$ cat src/design/lds_pkg.sv
// Shared types, step codes and the microcode table for the LED driver serial shifter.
package lds_pkg;

    localparam int STEP_BITS = 3;
    localparam int CNT_BITS  = 5;
    localparam logic [CNT_BITS-1:0] MAX_PULSES = 5'd16;

    typedef logic [STEP_BITS-1:0] step_t;

    localparam step_t STEP_FETCH       = 3'd0;
    localparam step_t STEP_INSTR_CHECK = 3'd1;
    localparam step_t STEP_INSTR_EMIT  = 3'd2;
    localparam step_t STEP_SHIFT_CHECK = 3'd3;
    localparam step_t STEP_SHIFT_EMIT  = 3'd4;

    typedef enum logic [1:0] {
        COND_FUNC_SET,
        COND_LATCH_ZERO,
        COND_NO_SHIFT,
        COND_LAST_PULSE
    } cond_t;

    // One microcode word
    typedef struct packed {
        logic  accept;      // wait for and take an input item
        logic  emit;        // wait for the output register and load one pulse
        logic  shift_mode;  // data from the shift register, else held level
        logic  clr_cnt;     // clear the pulse counter
        cond_t cond;        // jump condition
        step_t jump;        // target when the condition holds
        step_t next;        // target otherwise
    } ctrl_t;

    // Condition inputs from the datapath
    typedef struct packed {
        logic func;
        logic latch_zero;
        logic no_shift;
        logic last_pulse;
    } seq_flags_t;

    function automatic ctrl_t ucode_rom(input step_t step);
        ctrl_t w;
        unique case (step)
            STEP_FETCH:
                w = '{accept: 1'b1, emit: 1'b0, shift_mode: 1'b0, clr_cnt: 1'b0,
                      cond: COND_FUNC_SET, jump: STEP_SHIFT_CHECK,
                      next: STEP_INSTR_CHECK};
            STEP_INSTR_CHECK:
                w = '{accept: 1'b0, emit: 1'b0, shift_mode: 1'b0, clr_cnt: 1'b1,
                      cond: COND_LATCH_ZERO, jump: STEP_FETCH,
                      next: STEP_INSTR_EMIT};
            STEP_INSTR_EMIT:
                w = '{accept: 1'b0, emit: 1'b1, shift_mode: 1'b0, clr_cnt: 1'b0,
                      cond: COND_LAST_PULSE, jump: STEP_FETCH,
                      next: STEP_INSTR_EMIT};
            STEP_SHIFT_CHECK:
                w = '{accept: 1'b0, emit: 1'b0, shift_mode: 1'b1, clr_cnt: 1'b1,
                      cond: COND_NO_SHIFT, jump: STEP_FETCH,
                      next: STEP_SHIFT_EMIT};
            STEP_SHIFT_EMIT:
                w = '{accept: 1'b0, emit: 1'b1, shift_mode: 1'b1, clr_cnt: 1'b0,
                      cond: COND_LAST_PULSE, jump: STEP_FETCH,
                      next: STEP_SHIFT_EMIT};
            default:
                w = '{accept: 1'b0, emit: 1'b0, shift_mode: 1'b0, clr_cnt: 1'b0,
                      cond: COND_FUNC_SET, jump: STEP_FETCH, next: STEP_FETCH};
        endcase
        return w;
    endfunction

endpackage

$ cat src/design/lds_seq.sv
// Microcode sequencer: step counter, control table lookup and conditional jumps.
module lds_seq (
    input  logic                clk,
    input  logic                rst_n,
    input  logic                advance,
    input  lds_pkg::seq_flags_t flags,
    output lds_pkg::ctrl_t      ctrl
);
    import lds_pkg::*;

    step_t step_reg;
    step_t step_next;
    logic  cond_true;

    assign ctrl = ucode_rom(step_reg);

    always_comb
    begin
        case (ctrl.cond)
            COND_FUNC_SET:   cond_true = flags.func;
            COND_LATCH_ZERO: cond_true = flags.latch_zero;
            COND_NO_SHIFT:   cond_true = flags.no_shift;
            COND_LAST_PULSE: cond_true = flags.last_pulse;
            default:         cond_true = 1'b0;
        endcase
    end

    always_comb
    begin
        step_next = step_reg;
        if (advance)
        begin
            step_next = cond_true ? ctrl.jump : ctrl.next;
        end
    end

    always_ff @(posedge clk or negedge rst_n)
    begin
        if (!rst_n)
        begin
            step_reg <= STEP_FETCH;
        end
        else
        begin
            step_reg <= step_next;
        end
    end

endmodule

$ cat src/design/led_driver_serial_shifter.sv
// Top level: serializes LED driver commands into data/latch-enable pulses.
//
//  channel | dir | bus fields
//  --------+-----+----------------------------------------------------------
//  s_*     | in  | tuser: func; tdata: data_word, shift_count, latch_count
//  m_*     | out | tdata: sdi_bit, latch_enable; tlast: last
//
// A command passes through a fetch step and a check step and then one emit
// step per pulse; the emit step of the microcode sets the pace.
// rst_n clears the step counter and output valid and drives the held data
// level high. A stalled output register holds the emit step in place.
module led_driver_serial_shifter #(
    parameter int WORD_WIDTH = 16
) (
    input  logic        clk,
    input  logic        rst_n,
    input  logic        s_tvalid,
    output logic        s_tready,
    input  logic        s_tuser,   // [0] func
    input  logic [31:0] s_tdata,   // [15:0] data_word, [20:16] shift_count,
                                   // [25:21] latch_count, rest zero
    output logic        m_tvalid,
    input  logic        m_tready,
    output logic [7:0]  m_tdata,   // [0] sdi_bit, [1] latch_enable, rest zero
    output logic        m_tlast    // last
);
    import lds_pkg::*;

    localparam int EXT_WIDTH = WORD_WIDTH + 16;

    ctrl_t      ctrl;
    seq_flags_t flags;
    logic       advance;
    logic       out_free;
    logic       in_fire;
    logic       emit_fire;

    logic [WORD_WIDTH-1:0] shreg_reg, shreg_next;
    logic [CNT_BITS-1:0]   cnt_reg, cnt_next;
    logic [CNT_BITS-1:0]   shift_cnt_reg, latch_cnt_reg;
    logic [CNT_BITS-1:0]   shift_sat, latch_sat;
    logic [CNT_BITS-1:0]   limit;
    logic [CNT_BITS-1:0]   cnt_inc;
    logic [CNT_BITS-1:0]   le_start;
    logic [EXT_WIDTH-1:0]  word_ext;
    logic                  sdi_level_reg, sdi_level_next;
    logic                  pulse_sdi, pulse_le;

    logic       m_tvalid_reg, m_tvalid_next;
    logic [1:0] pulse_reg;
    logic       m_tlast_reg;

    function automatic logic [CNT_BITS-1:0] sat_count(input logic [CNT_BITS-1:0] v);
        return (v > MAX_PULSES) ? MAX_PULSES : v;
    endfunction

    lds_seq u_seq (
        .clk     (clk),
        .rst_n   (rst_n),
        .advance (advance),
        .flags   (flags),
        .ctrl    (ctrl)
    );

    assign out_free  = !m_tvalid_reg || m_tready;
    assign advance   = !((ctrl.accept && !s_tvalid) || (ctrl.emit && !out_free));
    assign s_tready  = ctrl.accept;
    assign in_fire   = s_tvalid && ctrl.accept;
    assign emit_fire = ctrl.emit && out_free;

    assign shift_sat = sat_count(s_tdata[20:16]);
    assign latch_sat = sat_count(s_tdata[25:21]);
    assign word_ext  = EXT_WIDTH'(s_tdata[15:0]);

    assign limit    = ctrl.shift_mode ? shift_cnt_reg : latch_cnt_reg;
    assign cnt_inc  = cnt_reg + 5'd1;
    assign le_start = shift_cnt_reg - latch_cnt_reg;

    assign flags.func       = s_tuser;
    assign flags.latch_zero = (latch_cnt_reg == '0);
    assign flags.no_shift   = (latch_cnt_reg >= shift_cnt_reg);
    assign flags.last_pulse = (cnt_inc == limit);

    assign pulse_sdi = ctrl.shift_mode ? shreg_reg[WORD_WIDTH-1] : sdi_level_reg;
    assign pulse_le  = ctrl.shift_mode ? (cnt_reg >= le_start) : 1'b1;

    always_comb
    begin
        shreg_next     = shreg_reg;
        cnt_next       = cnt_reg;
        sdi_level_next = sdi_level_reg;
        if (in_fire)
        begin
            shreg_next = word_ext[WORD_WIDTH-1:0];
        end
        if (ctrl.clr_cnt)
        begin
            cnt_next = '0;
        end
        if (emit_fire)
        begin
            cnt_next = cnt_inc;
            if (ctrl.shift_mode)
            begin
                // zeros enter from the bottom once the word runs out
                shreg_next     = {shreg_reg[WORD_WIDTH-2:0], 1'b0};
                sdi_level_next = shreg_reg[WORD_WIDTH-1];
            end
        end
    end

    always_comb
    begin
        m_tvalid_next = m_tvalid_reg && !m_tready;
        if (emit_fire)
        begin
            m_tvalid_next = 1'b1;
        end
    end

    always_ff @(posedge clk or negedge rst_n)
    begin
        if (!rst_n)
        begin
            m_tvalid_reg  <= 1'b0;
            sdi_level_reg <= 1'b1;
            cnt_reg       <= '0;
        end
        else
        begin
            m_tvalid_reg  <= m_tvalid_next;
            sdi_level_reg <= sdi_level_next;
            cnt_reg       <= cnt_next;
        end
    end

    always_ff @(posedge clk)
    begin
        shreg_reg <= shreg_next;
        if (in_fire)
        begin
            shift_cnt_reg <= shift_sat;
            latch_cnt_reg <= latch_sat;
        end
        if (emit_fire)
        begin
            pulse_reg   <= {pulse_le, pulse_sdi};
            m_tlast_reg <= flags.last_pulse;
        end
    end

    assign m_tvalid = m_tvalid_reg;
    assign m_tdata  = {6'b0, pulse_reg};
    assign m_tlast  = m_tlast_reg;

    // Taking a command always leaves the fetch step for one check step
    a_fetch_leaves: assert property (@(posedge clk) disable iff (!rst_n)
        in_fire |=> !s_tready)
        else $error("input accepted twice in a row");

    // The final pulse of a command returns the sequencer to fetch
    a_last_returns: assert property (@(posedge clk) disable iff (!rst_n)
        (emit_fire && flags.last_pulse) |=> s_tready)
        else $error("sequencer did not return to fetch after last pulse");

    // Instruction pulses leave the held data level alone
    a_instr_holds_level: assert property (@(posedge clk) disable iff (!rst_n)
        (emit_fire && !ctrl.shift_mode) |=> $stable(sdi_level_reg))
        else $error("instruction pulse changed the held data level");

    // Pulse counter never runs past the saturated maximum
    a_cnt_bound: assert property (@(posedge clk) disable iff (!rst_n)
        cnt_reg <= MAX_PULSES)
        else $error("pulse counter out of range");

endmodule
$ cat config.mk
export PLATFORM = sky130hd
export DESIGN_NAME = led_driver_serial_shifter
export DESIGN_NICKNAME = d
export VERILOG_FILES = /design/src/design/lds_pkg.sv /design/src/design/lds_seq.sv /design/src/design/led_driver_serial_shifter.sv
export SDC_FILE = /design/constraint.sdc
export NUM_CORES = 1
export LEC_CHECK = 0
export BUFFER_PORTS_ARGS = -buffer_cell sky130_fd_sc_hd__buf_2
export CORE_ASPECT_RATIO = 2
export CORE_MARGIN = 2
export CORE_UTILIZATION = 30
export CTS_CLUSTER_SIZE = 40
export DETAILED_ROUTE_END_ITERATION = 8
export PLACE_DENSITY = 0.62
export SLEW_MARGIN = 20
export SYNTH_ARGS = -nofsm -noshare
export SYNTH_HDL_FRONTEND = slang
export SYNTH_SLANG_ARGS = --single-unit
$ cat constraint.sdc
create_clock -name clk -period 2.4 [get_ports clk]
set_clock_uncertainty 0.2 [all_clocks]
set_input_delay 0.12 -clock clk [delete_from_list [all_inputs] [get_ports clk]]
set_output_delay 0.12 -clock clk [all_outputs]
set_load 0.02 [all_outputs]
==> out/qor.yml <==
cts_root_buffer: "clkbuf_16"
min_to: "shift_cnt_reg[0]$_SDFFCE_PN0P_"
p_leak_nw: 1.33
synth.area.mux_share_pct: 8.06
synth_top_cell_by_area: "edfxtp_1"
fin_hold_ws_ps: -14.9
violations: "hold timing"
dieArea_sq_um: 8260
synth_most_common_cell: "nor2_1"
synth_edf_count: 13
critPathKind: "reg2reg"
grt_pass1_vias: 1833
critPathMaxStageDelay_ps: 440
place_hpwl_um: 3680
syn-cell-area_sq_um: 2250
diodes: 0
die_y_um: 127
seq_area_frac_synth_pct: 42.7
ys_types: 42
internal_power_mw: 2.20
fillerInstances: 737
ys_warn_count: 0
synthFlopType: "dfxtp_1"
yosys.area_share.simple_pct: 17.1
hold_class: "in2reg"
grt_remaining_overflow: 0
clk_pin_slew_ps: 60
setup_violations: 0
finalPower_mw: 3.58
netSwitchingFraction_pct: 38.4
htreeDepth: 2
final_util_pct: 41.5
pwr-share-seq_pct: 32.8
grt_pass1_wl_um: 8290
synth_top_area_share_pct: 17.3
critPathMostFrequentCell: "ha_1"
placed_cells: 364
drtIter0Drc: 23
routabilityCongestion: 0.844
cp_num_buf_inv: 0
reg2reg_slack_ps: 80
path_max_fanout: 2
comb_power_share_pct: 48.2
hold_viol_final: 1
post_drt_wl_per_cell_um: 12.4
fin_setup_tns_ps: 0
cts_tree: "done"
syn_avg_cell_area_sq_um: 9.71
drive_gt1_share_pct: 23.0
grt_util_all_layers_pct: 13.2
core-area_sq_um: 7270
start_util_pct: 31.0
drt-pass1-iter-count: 5
cp_top_family: "adder cells"
drc: 0
max_freq_mhz: 430
period_minus_slack_ps: 2320
areaGrowthSynthToFinish_pct: 33.9
wl_um: 4980
grt_max_degree: 31
vias_per_cell: 4.60
slew_viol_final: 0
rsz0062_at_grt: "true"
r2r_end: "pulse_reg[1]$_SDFFCE_PN1N_"
synthArstFlopShare_pct: 25.6
status: "finished with violations"
cts.sinks: 39
worstPathArrival_ps: 2170
synth_top_family_by_area: "simple AND/OR/NAND/NOR gates"
rr_startpoint: "latch_cnt_reg[0]$_SDFFCE_PN0P_"
synth-xor-area-share_pct: 4.28
pwr-share-clk_pct: 18.9
drv_cap: 0
io-pin-count: 48
whs_path_depth: 2
final_antenna_net_count: 0
power.density_nw_per_um2: 1190
cp_slowest_cell: "fa_1"
cp-end-kind: "flop"
synthCells: 232
synthTopCellsByCount: "nor2_1 (27), a21oi_1 (18), mux2i_1 (17)"
worstSkewPairLatency_ps: 290
ys_ff_latch: 39
fp-row-count: 44
rr_worst_depth: 8
fin_crit_sh_pct: 96.8
start_kind: "flop"
crit_chain: "ha_1, fa_1, ha_1, a21o_1, a21oi_1, nor2b_1, o21ai_1, nand3b_1"
vias: 1846
required_ps: 2240
antenna_found_initial: 0
port_buffers: 35
synth-adder-area-share_pct: 7.00
cts_made_buffers: 5
ctsLongestPathBuffers: 2
largest_reg_flops: 16
hold_start: "s_tdata[16]"
synth_area_leaders: "edfxtp_1 (17%), dfxtp_1 (14%), dfrtp_1 (10%)"
ir_drop_mv: 0.698
instances_no_fill: 401
p_sw_mw: 1.38
die_w_um: 65.3
synth_compound_area_share_pct: 13.7
nNetsFinal: 357
## cell type report
class | count | area [sq um] | area share, %
Clock inverter | 3 | 21.3 | 0.705
Sequential cell | 39 | 962 | 31.9
Clock buffer | 5 | 125 | 4.15
Tap cell | 92 | 115 | 3.82
Timing Repair Buffer | 81 | 591 | 19.6
Inverter | 12 | 45.0 | 1.49
Multi-Input combinational cell | 169 | 1160 | 38.3
## what timing repair did
item | CTS | global route
gates resized for setup | 2 | 2
hold endpoints to repair | 39 | 0
buffers inserted | 0 | 1
hold buffers | 28 | 0
pin swaps | 0 | 1
endpoints found under the setup margin | 1 | 2
## worst max-delay path by stage
stage                                         from                             to  slack (ps)  depth (start not counted)
global placement    shift_cnt_reg[1]$_SDFFCE_PN0P_  u_seq.step_reg[2]$_DFFE_PN0N_          -7                          8
CTS                 shift_cnt_reg[1]$_SDFFCE_PN0P_     pulse_reg[1]$_SDFFCE_PN1N_           9                          8
finish              latch_cnt_reg[0]$_SDFFCE_PN0P_     pulse_reg[1]$_SDFFCE_PN1N_          80                          8
floorplan           latch_cnt_reg[0]$_SDFFCE_PN0P_     pulse_reg[1]$_SDFFCE_PN1N_         100                          8
detailed placement  shift_cnt_reg[1]$_SDFFCE_PN0P_  u_seq.step_reg[2]$_DFFE_PN0N_         -60                          8
global route        shift_cnt_reg[1]$_SDFFCE_PN0P_     pulse_reg[1]$_SDFFCE_PN1N_         -40                          8
## kinds of logic after synthesis
logic type | Yosys count
fa+ha+maj | 12
other cells | 1
compound gates | 47
mux | 18
simple gates | 75
xor+xnor | 11
buf+inv | 29
flops | 39
## per-layer routing
metal  vias to the layer above  track usage, %  wire, um  part of all wire [%]
met5                         -               0         0                     0
met1                       848            12.2      1690                    34
li1                        948               -         -                     -
met4                         0            7.23       178                   3.6
met3                        11            2.39       144                   2.9
met2                        39            25.8      2960                    59
## power groups by stage
stage / combinational [mW] / sequential [mW] / clock (mW)
2_1_floorplan: 1.26 / 1.19 / 0
3_3_place_gp: 1.66 / 1.18 / 0
3_5_place_dp: 1.69 / 1.19 / 0
4_1_cts: 1.74 / 1.18 / 0.695
5_1_grt: 1.94 / 1.22 / 0.722
6_report: 1.73 / 1.17 / 0.677
## cell usage in the layout (no fill, tap or decap), types with 6 or more instances in the layout
cell type	synthesis	final
buf_2	1	35
dlygate4sd3_1	0	28
nor2_1	27	27
a21oi_1	18	18
buf_4	8	18
mux2i_1	17	17
dfxtp_1	16	16
edfxtp_1	13	13
nor2b_1	12	12
inv_1	12	11
ha_1	11	11
o21ai_0	11	10
nand2_1	9	9
dfrtp_1	9	9
xor2_1	6	6
nand3_1	6	6
conb_1	1	6
## stage by stage
step | hold slack, ps | cell area [sq um] | worst slack [ps]
floorplan | -376 | 2270 | 104
global placement | -203 | 2570 | -6.68
detailed placement | -202 | 2570 | -57.8
CTS | 0.339 | 3010 | 9.33
global route | 14.4 | 3020 | -37.3
finish | -14.9 | 3020 | 76.6
No activity file was read; power rests on OpenSTA's default activity.
